File: config.mk
export PLATFORM = sky130hd
export DESIGN_NAME = pid_motor_speed_controller_core_flat
export DESIGN_NICKNAME = d
export VERILOG_FILES = /design/src/sv/pmsc_pkg.sv /design/src/sv/pmsc_in_if.sv /design/src/sv/pmsc_out_if.sv /design/src/sv/pmsc_mult.sv /design/src/sv/pid_motor_speed_controller_core.sv /design/src/flat_wrapper.sv
export SDC_FILE = /design/constraint.sdc
export NUM_CORES = 2
export LEC_CHECK = 0
export BUFFER_PORTS_ARGS = -buffer_cell sky130_fd_sc_hd__buf_4
export CORE_UTILIZATION = 50
export CTS_CLUSTER_DIAMETER = 30
export DETAILED_ROUTE_END_ITERATION = 8
export GPL_TIMING_DRIVEN = 0
export PLACE_DENSITY = 0.69
export SLEW_MARGIN = 15
export SYNTH_ARGS = -nofsm -noshare
export SYNTH_HDL_FRONTEND = slang
export SYNTH_SLANG_ARGS = --single-unit
File: constraint.sdc
create_clock -name clk -period 10.1 [get_ports clk]
set_clock_uncertainty 0.1 [all_clocks]
set_input_delay 2.02 -clock clk [delete_from_list [all_inputs] [get_ports clk]]
set_output_delay 2.02 -clock clk [all_outputs]
set_load 0.01 [all_outputs]
File: src/sv/pmsc_pkg.sv
// Shared types and constants of the PID motor speed controller.
// No dependencies; compiled first.
package pmsc_pkg;

  // Configuration port geometry
  localparam int DATA_W = 32;
  localparam int ADDR_W = 5;

  // Payload widths
  localparam int SETPOINT_W = 10;
  localparam int DUTY_W     = 8;
  localparam int SPEED_W    = 24;
  localparam int ERR_W      = 25;
  localparam int DIFF_W     = 26;

  // Shared multiplier and accumulator widths
  localparam int MUL_A_W = 33;
  localparam int MUL_B_W = 26;
  localparam int MUL_P_W = MUL_A_W + MUL_B_W;
  localparam int ACC_W   = 48;
  localparam int FRAC_W  = 16;

  // Speed saturates here
  localparam logic [SPEED_W-1:0] SPEED_MAX = 24'd16711425;

  // Item kinds
  localparam logic KIND_EDGE = 1'b0;
  localparam logic KIND_TICK = 1'b1;

  // Register indexes (byte address / 4)
  localparam logic [2:0] REG_KP            = 3'd0;
  localparam logic [2:0] REG_KI_DT         = 3'd1;
  localparam logic [2:0] REG_KD_OVER_DT    = 3'd2;
  localparam logic [2:0] REG_OUT_MAX       = 3'd3;
  localparam logic [2:0] REG_OUT_MIN       = 3'd4;
  localparam logic [2:0] REG_TICK_DIVIDE   = 3'd5;
  localparam logic [2:0] REG_RPM_PER_PULSE = 3'd6;

  // Control step sequencer
  typedef enum logic [2:0] {
    ST_IDLE,
    ST_SPEED,
    ST_ERR,
    ST_PROP,
    ST_INTEG,
    ST_DERIV,
    ST_ACC,
    ST_OUT
  } state_t;

endpackage

File: src/sv/pmsc_in_if.sv
// Input channel of the PID motor speed controller: encoder edges and timer ticks.
// No dependencies.
interface pmsc_in_if;
  logic       valid;
  logic       ready;
  logic       kind;
  logic [9:0] setpoint;

  modport source (output valid, kind, setpoint, input ready);
  modport sink (input valid, kind, setpoint, output ready);
endinterface

File: src/sv/pmsc_out_if.sv
// Result channel of the PID motor speed controller: duty, speed and error.
// No dependencies.
interface pmsc_out_if;
  logic               valid;
  logic               ready;
  logic [7:0]         duty;
  logic [23:0]        measured_rpm;
  logic signed [24:0] speed_error;

  modport source (output valid, duty, measured_rpm, speed_error, input ready);
  modport sink (input valid, duty, measured_rpm, speed_error, output ready);
endinterface

File: src/sv/pmsc_mult.sv
// Shared signed multiplier with a registered product.
// Depends on pmsc_pkg for operand widths.
module pmsc_mult
  import pmsc_pkg::*;
(
  input  logic                      clk,
  input  logic signed [MUL_A_W-1:0] a,
  input  logic signed [MUL_B_W-1:0] b,
  output logic signed [MUL_P_W-1:0] product
);

  // Register the full product
  always_ff @(posedge clk) begin
    product <= a * b;
  end

endmodule

File: src/sv/pid_motor_speed_controller_core.sv
// PID motor speed controller core. Depends on pmsc_pkg, pmsc_in_if, pmsc_out_if, pmsc_mult.
// An encoder edge or a tick that does not end a period is taken in idle and leaves the input ready.
// A tick that ends a period runs a control step through SPEED, ERR, PROP, INTEG, DERIV,
// ACC and OUT: four products pass one at a time through the shared multiplier; the result
// is registered as OUT returns to IDLE, where the next item is taken; OUT waits while the previous result is unread.
// Synchronous reset loads register defaults and clears tally, divider, error and integral.
module pid_motor_speed_controller_core
  import pmsc_pkg::*;
#(
  parameter int PULSE_COUNT_BITS = 16
) (
  input  logic              clk,
  input  logic              rst,
  pmsc_in_if.sink           item_in,
  pmsc_out_if.source        result_out,
  input  logic              psel,
  input  logic              penable,
  input  logic              pwrite,
  input  logic [ADDR_W-1:0] paddr,
  input  logic [DATA_W-1:0] pwdata,
  output logic [DATA_W-1:0] prdata,
  output logic              pready
);

  // Configuration registers
  logic [31:0] kp;
  logic [31:0] ki_dt;
  logic [31:0] kd_over_dt;
  logic [7:0]  out_max;
  logic [7:0]  out_min;
  logic [15:0] tick_divide;
  logic [7:0]  rpm_per_pulse;

  // Controller state
  logic [PULSE_COUNT_BITS-1:0] pulse_tally;
  logic [PULSE_COUNT_BITS-1:0] tally_snap;
  logic [15:0]                 tick_divider;
  logic signed [ERR_W-1:0]     previous_error;
  logic [DUTY_W-1:0]           integral_sum;

  // Step datapath
  logic [SETPOINT_W-1:0]       setpoint;
  logic [SPEED_W-1:0]          speed;
  logic signed [ERR_W-1:0]     err;
  logic signed [DIFF_W-1:0]    diff;
  logic signed [ACC_W-1:0]     acc;
  logic signed [ACC_W-1:0]     integ_new;

  // Result register
  logic                        out_valid;
  logic [DUTY_W-1:0]           out_duty;
  logic [SPEED_W-1:0]          out_rpm;
  logic signed [ERR_W-1:0]     out_error;

  state_t state, state_next;

  logic signed [MUL_A_W-1:0] mul_a;
  logic signed [MUL_B_W-1:0] mul_b;
  logic signed [MUL_P_W-1:0] prod;
  logic signed [ACC_W-1:0]   prod_sh;
  logic [SPEED_W-1:0]        speed_sat;
  logic signed [ERR_W-1:0]   err_calc;
  logic signed [ACC_W-1:0]   y;

  logic in_fire;
  logic out_free;
  logic cfg_wr;
  logic step_start;

  // Clamp to the output limits, upper test first
  function automatic logic [DUTY_W-1:0] clamp_limits(
    input logic signed [ACC_W-1:0] v,
    input logic [DUTY_W-1:0]       hi,
    input logic [DUTY_W-1:0]       lo
  );
    logic [DUTY_W-1:0] r;
    if (v > $signed(ACC_W'(hi))) begin
      r = hi;
    end else if (v < $signed(ACC_W'(lo))) begin
      r = lo;
    end else begin
      r = v[DUTY_W-1:0];
    end
    return r;
  endfunction

  // Handshakes
  assign in_fire    = item_in.valid && item_in.ready;
  assign out_free   = !out_valid || result_out.ready;
  assign cfg_wr     = psel && penable && pwrite;
  assign step_start = in_fire && (item_in.kind == KIND_TICK) && (tick_divider >= tick_divide);

  assign item_in.ready           = (state == ST_IDLE);
  assign result_out.valid        = out_valid;
  assign result_out.duty         = out_duty;
  assign result_out.measured_rpm = out_rpm;
  assign result_out.speed_error  = out_error;
  assign pready                  = 1'b1;

  // Write configuration registers
  always_ff @(posedge clk) begin
    if (rst) begin
      kp            <= 32'd13107;
      ki_dt         <= 32'd229;
      kd_over_dt    <= 32'd655;
      out_max       <= 8'd255;
      out_min       <= 8'd0;
      tick_divide   <= 16'd10;
      rpm_per_pulse <= 8'd3;
    end else if (cfg_wr) begin
      unique case (paddr[4:2])
        REG_KP:            kp            <= pwdata;
        REG_KI_DT:         ki_dt         <= pwdata;
        REG_KD_OVER_DT:    kd_over_dt    <= pwdata;
        REG_OUT_MAX:       out_max       <= pwdata[7:0];
        REG_OUT_MIN:       out_min       <= pwdata[7:0];
        REG_TICK_DIVIDE:   tick_divide   <= pwdata[15:0];
        REG_RPM_PER_PULSE: rpm_per_pulse <= pwdata[7:0];
        default: ;
      endcase
    end
  end

  // Read back configuration registers
  always_comb begin
    unique case (paddr[4:2])
      REG_KP:            prdata = kp;
      REG_KI_DT:         prdata = ki_dt;
      REG_KD_OVER_DT:    prdata = kd_over_dt;
      REG_OUT_MAX:       prdata = DATA_W'(out_max);
      REG_OUT_MIN:       prdata = DATA_W'(out_min);
      REG_TICK_DIVIDE:   prdata = DATA_W'(tick_divide);
      REG_RPM_PER_PULSE: prdata = DATA_W'(rpm_per_pulse);
      default:           prdata = '0;
    endcase
  end

  // Count edges and ticks; snapshot the tally when a step starts
  always_ff @(posedge clk) begin
    if (rst) begin
      pulse_tally  <= '0;
      tick_divider <= '0;
    end else if (in_fire) begin
      if (item_in.kind == KIND_EDGE) begin
        if (pulse_tally != '1) begin
          pulse_tally <= pulse_tally + 1'b1;
        end
      end else if (step_start) begin
        tick_divider <= 16'd1;
        pulse_tally  <= '0;
      end else begin
        tick_divider <= tick_divider + 16'd1;
      end
    end
  end

  always_ff @(posedge clk) begin
    if (step_start) begin
      tally_snap <= pulse_tally;
      setpoint   <= item_in.setpoint;
    end
  end

  // Sequencer state register
  always_ff @(posedge clk) begin
    if (rst) begin
      state <= ST_IDLE;
    end else begin
      state <= state_next;
    end
  end

  // Next state and multiplier operand select
  always_comb begin
    state_next = state;
    mul_a      = $signed({1'b0, kp});
    mul_b      = DIFF_W'(err);
    unique case (state)
      ST_IDLE: begin
        if (step_start) begin
          state_next = ST_SPEED;
        end
      end
      ST_SPEED: begin
        mul_a      = $signed(MUL_A_W'(tally_snap));
        mul_b      = $signed(MUL_B_W'(rpm_per_pulse));
        state_next = ST_ERR;
      end
      ST_ERR: begin
        state_next = ST_PROP;
      end
      ST_PROP: begin
        mul_a      = $signed({1'b0, kp});
        mul_b      = DIFF_W'(err);
        state_next = ST_INTEG;
      end
      ST_INTEG: begin
        mul_a      = $signed({1'b0, ki_dt});
        mul_b      = DIFF_W'(err);
        state_next = ST_DERIV;
      end
      ST_DERIV: begin
        mul_a      = $signed({1'b0, kd_over_dt});
        mul_b      = diff;
        state_next = ST_ACC;
      end
      ST_ACC: begin
        state_next = ST_OUT;
      end
      ST_OUT: begin
        if (out_free) begin
          state_next = ST_IDLE;
        end
      end
      default: state_next = ST_IDLE;
    endcase
  end

  pmsc_mult u_mult (
    .clk     (clk),
    .a       (mul_a),
    .b       (mul_b),
    .product (prod)
  );

  // Product in Q16.16 floored to integer units
  assign prod_sh = ACC_W'(prod >>> FRAC_W);

  // Saturate speed and form the error
  assign speed_sat = ($unsigned(prod) > MUL_P_W'(SPEED_MAX)) ? SPEED_MAX : prod[SPEED_W-1:0];
  assign err_calc  = $signed(ERR_W'(setpoint)) - $signed(ERR_W'(speed_sat));
  assign y         = acc + integ_new;

  // Step datapath
  always_ff @(posedge clk) begin
    unique case (state)
      ST_ERR: begin
        speed <= speed_sat;
        err   <= err_calc;
        diff  <= DIFF_W'(err_calc) - DIFF_W'(previous_error);
      end
      ST_INTEG: acc <= prod_sh;
      ST_DERIV: integ_new <= $signed(ACC_W'(integral_sum)) + prod_sh;
      ST_ACC:   acc <= acc + prod_sh;
      default: ;
    endcase
  end

  // Commit the step: integral clamp, error history, result register
  always_ff @(posedge clk) begin
    if (rst) begin
      previous_error <= '0;
      integral_sum   <= '0;
    end else if (state == ST_OUT && out_free) begin
      previous_error <= err;
      integral_sum   <= clamp_limits(integ_new, out_max, out_min);
    end
  end

  always_ff @(posedge clk) begin
    if (rst) begin
      out_valid <= 1'b0;
    end else if (state == ST_OUT && out_free) begin
      out_valid <= 1'b1;
    end else if (result_out.ready) begin
      out_valid <= 1'b0;
    end
  end

  always_ff @(posedge clk) begin
    if (state == ST_OUT && out_free) begin
      out_duty  <= clamp_limits(y, out_max, out_min);
      out_rpm   <= speed;
      out_error <= err;
    end
  end

endmodule

File: src/flat_wrapper.sv
// flat-port wrapper written by rule: the top's interface ports become plain ports
module pid_motor_speed_controller_core_flat import pmsc_pkg::*;
#(
  parameter int PULSE_COUNT_BITS = 16
)
  (clk, rst, psel, penable, pwrite, paddr, pwdata, prdata, pready, item_in_valid, item_in_kind, item_in_setpoint, item_in_ready, result_out_valid, result_out_duty, result_out_measured_rpm, result_out_speed_error, result_out_ready);
  pmsc_in_if item_in_i ();
  pmsc_out_if result_out_i ();
  input  logic clk;
  input  logic rst;
  input  logic psel;
  input  logic penable;
  input  logic pwrite;
  input  logic [ADDR_W-1:0] paddr;
  input  logic [DATA_W-1:0] pwdata;
  output logic [DATA_W-1:0] prdata;
  output logic pready;
  input wire logic [$bits(item_in_i.valid)-1:0] item_in_valid;
  input wire logic [$bits(item_in_i.kind)-1:0] item_in_kind;
  input wire logic [$bits(item_in_i.setpoint)-1:0] item_in_setpoint;
  output wire logic [$bits(item_in_i.ready)-1:0] item_in_ready;
  output wire logic [$bits(result_out_i.valid)-1:0] result_out_valid;
  output wire logic [$bits(result_out_i.duty)-1:0] result_out_duty;
  output wire logic [$bits(result_out_i.measured_rpm)-1:0] result_out_measured_rpm;
  output wire logic [$bits(result_out_i.speed_error)-1:0] result_out_speed_error;
  input wire logic [$bits(result_out_i.ready)-1:0] result_out_ready;
  assign item_in_i.valid = item_in_valid;
  assign item_in_i.kind = item_in_kind;
  assign item_in_i.setpoint = item_in_setpoint;
  assign item_in_ready = item_in_i.ready;
  assign result_out_valid = result_out_i.valid;
  assign result_out_duty = result_out_i.duty;
  assign result_out_measured_rpm = result_out_i.measured_rpm;
  assign result_out_speed_error = result_out_i.speed_error;
  assign result_out_i.ready = result_out_ready;
  pid_motor_speed_controller_core #(.PULSE_COUNT_BITS(PULSE_COUNT_BITS)) u_core (.clk(clk), .rst(rst), .item_in(item_in_i), .result_out(result_out_i), .psel(psel), .penable(penable), .pwrite(pwrite), .paddr(paddr), .pwdata(pwdata), .prdata(prdata), .pready(pready));
endmodule
==> results.cfg <==
[outcome]
status = finished, final reports clean

[floorplanning]
fp.dieArea_um2 = 113000
die_w_um = 337
core_um2 = 111000
die_height_um = 337
std_cell_rows = 122
start_util_pct = 50.5
boundaryPins = 147

[power_and_ir_drop]
power_density_nw_per_um2 = 124
switching_power_w = 0.00250
swShare_pct = 31.8
power_w = 0.00786
power_frac_comb_pct = 22.5
worst_ir_drop_vdd_mv = 0.186
p_clk_share_pct = 45.9
internal_power_w = 0.00536
seqPwrFrac_pct = 31.6
p_leak_nw = 28.6

[worst_setup_path]
crit_fanout = 10
crit_cells = 31
cp_top_family = adder cells
crit_top_cell = fa_1
ff2ff_path_depth = 31
crit_buf_inv = 9
critPathLaunchType = register
cp-startpoint = u_core.state[0]
cpPeakStageDelay_ns = 0.58
crit_path_end_kind = register
worstPathArrival_ns = 10.25
slowest_stage = fa_1
required_ns = 10.56
path_class = register to register
r2r_start = u_core.state[0]

[clock_network]
cts_tree = done
clkSinkCount = 514
clock_path_buffers = 3
numCtsBuffers = 113
clock_latency_ns = 0.73
clk_pin_slew_ns = 0.05
clockRootBuffer = clkbuf_16
htree_num_levels = 3

[logic_synthesis]
synth-edff-count = 250
yosys.area.top_type = fa_1
synth_compound_area_share_pct = 12.1
synthSimpleGateAreaFrac_pct = 16.1
synth.area.top_cells = fa_1 26%, edfxtp_1 13%, dfxtp_1 9.4%
synth_xor_area_share_pct = 3.08
synth_flop_cell = dfxtp_1
synth_top_family_by_area = adder cells
synth_cell_types = 91
ys_ff_latch = 514
ys_async_sr_fraction_pct = 0
ys_warn_count = 0
yosysTopAreaCellShare_pct = 25.9
avgSynthCellArea_um2 = 8.80
yosysMostFrequentCell = nand2_1
ys_top_cells_by_count = 1062 x nand2_1, 951 x inv_1, 723 x fa_1, 549 x nor2_1, 417 x ha_1
synthMuxAreaShare_pct = 2.07
synth_fa_ha_area_share_pct = 35.2
netlist_area_um2 = 56000
ys_seq_area_share_pct = 22.9
synthCells = 6360
synth_nets = 7555

[layout]
drive_gt1_share_pct = 9.17
final_area_um2 = 63500
fill_cells = 10022
final_util_pct = 57.3
final_nets = 7833
syn_to_final_growth_pct = 13.5

[timing]
slew_headroom_pct = 15.5
max_freq_mhz = 102
layout_min_cycle_time_ns = 9.79
worstMarginPinSlew_ns = 1.24
setup_viol = 0
slew_violations = 0
hold_viol = 0
tns_ns = 0
post-route-period-util_pct = 96.9
worst_hold_slack_ns = 0.316

[placement]
dp_hpwl_um = 153000
port_buffers = 141
gp_congestion = 1.02
placed_area_um2 = 59300

[global_routing]
grtUsageTotal_pct = 33.3
grt_pass1_wl_um = 282000
grt_pass1_vias = 47495
grt_overflow_total = 0
antenna_found_initial = 5
grt_max_degree = 47

[worst_hold_path]
min_from = u_core.speed[18]
holdPathStages = 0
hold_path_class = register to register

[job]
maxCapViolations = 0

[detailed_routing]
vias = 47195
drt_iter0_drc = 3823
vias_per_cell = 5.74
ant_nets = 0
post_drt_wl_per_cell_um = 22.8
totalWireLength_um = 187000
drc_errors = 0
first_pass_iters = 6
## power by group through the flow
stage | clock network, W | registers (W) | logic (W)
floorplan | 0 | 0.00243 | 0.00132
global placement | 0 | 0.00252 | 0.00171
detailed placement | 0 | 0.00252 | 0.00174
CTS | 0.00363 | 0.00248 | 0.00175
global route | 0.00373 | 0.00249 | 0.00198
finish | 0.00360 | 0.00249 | 0.00177
## final cells by class
type / count / area (µm²) / area share [%]
plain buffers: 298 / 1350 / 2.13
inverters: 953 / 3580 / 5.64
clock inverters: 77 / 772 / 1.22
flip-flops and latches: 514 / 12800 / 20.2
repair buffers: 168 / 1340 / 2.11
multi-input cells: 4590 / 38700 / 61.0
clock buffers: 136 / 3040 / 4.79
diodes: 3 / 7.51 / 0.0118
well taps: 1488 / 1860 / 2.93
## cell usage in the layout (no fill, tap or decap), types with 119 or more instances in the layout
master,synthesis,layout
nor2_1,549,547
dfxtp_1,264,263
xnor2_1,119,119
edfxtp_1,250,250
inv_1,951,951
fa_1,723,723
ha_1,417,417
buf_4,3,163
o21ai_0,174,169
clkbuf_1,271,188
a21oi_1,369,368
nand2_1,1062,1061
## path summary, 6_finish.rpt
check | slack (ns) | endpoint
worst max register to register | 0.31 | u_core.u_mult.product[51]
worst min-delay path | 0.32 | u_core.result_out.measured_rpm[18]
worst min register to register | 0.32 | u_core.result_out.measured_rpm[18]
worst max-delay path | 0.31 | u_core.u_mult.product[51]
## per-layer routing
metal  global-route usage (%)  vias to the layer above  wire, µm
li1                         -                    21317         -
met1                     42.2                    23120     73500
met2                     52.2                     2239     83200
met3                     8.84                      516     19600
met4                     17.9                        3     11000
met5                        0                        -        34
## cells by family (layout without fill, tap and decap cells)
family	count (synthesis)	count (layout)
AOI/OAI and AO/OA	1057	1057
xor gates and xnor gates	197	197
adders and majority gates	1140	1140
buffers and inverters	1256	1632
DFF	514	514
muxes	108	108
other	1	4
and+or+nand+nor	2087	2087
## registers in the layout, indices dropped and copies added (netlist names), 24 cells and up
register and flops:
u_core.diff 26, u_core.err 25, u_core.kd_over_dt 32, u_core.acc 48, u_core.u_mult.product 59, u_core.result_out.speed_error 25
u_core.integ_new 44, u_core.kp 32, u_core.ki_dt 32, u_core.result_out.measured_rpm 24, u_core.speed 24, u_core.previous_error 25
## through the flow
stage,std cells,setup slack [ns]
after CTS,8225,-0.0197
final,8227,0.309
after detailed placement,8013,-1.40
after floorplan,6360,0.0758
after global placement,7989,-3.01
after global routing,8225,-0.0219
## repair_timing
item	CTS	global route
endpoints found under the hold margin	0	0
gates resized for setup	96	111
pin swaps	1	1
hold buffers	0	0
buffers inserted	2	1
setup endpoints to repair	28	18
No activity file was read; power rests on OpenSTA's default activity.
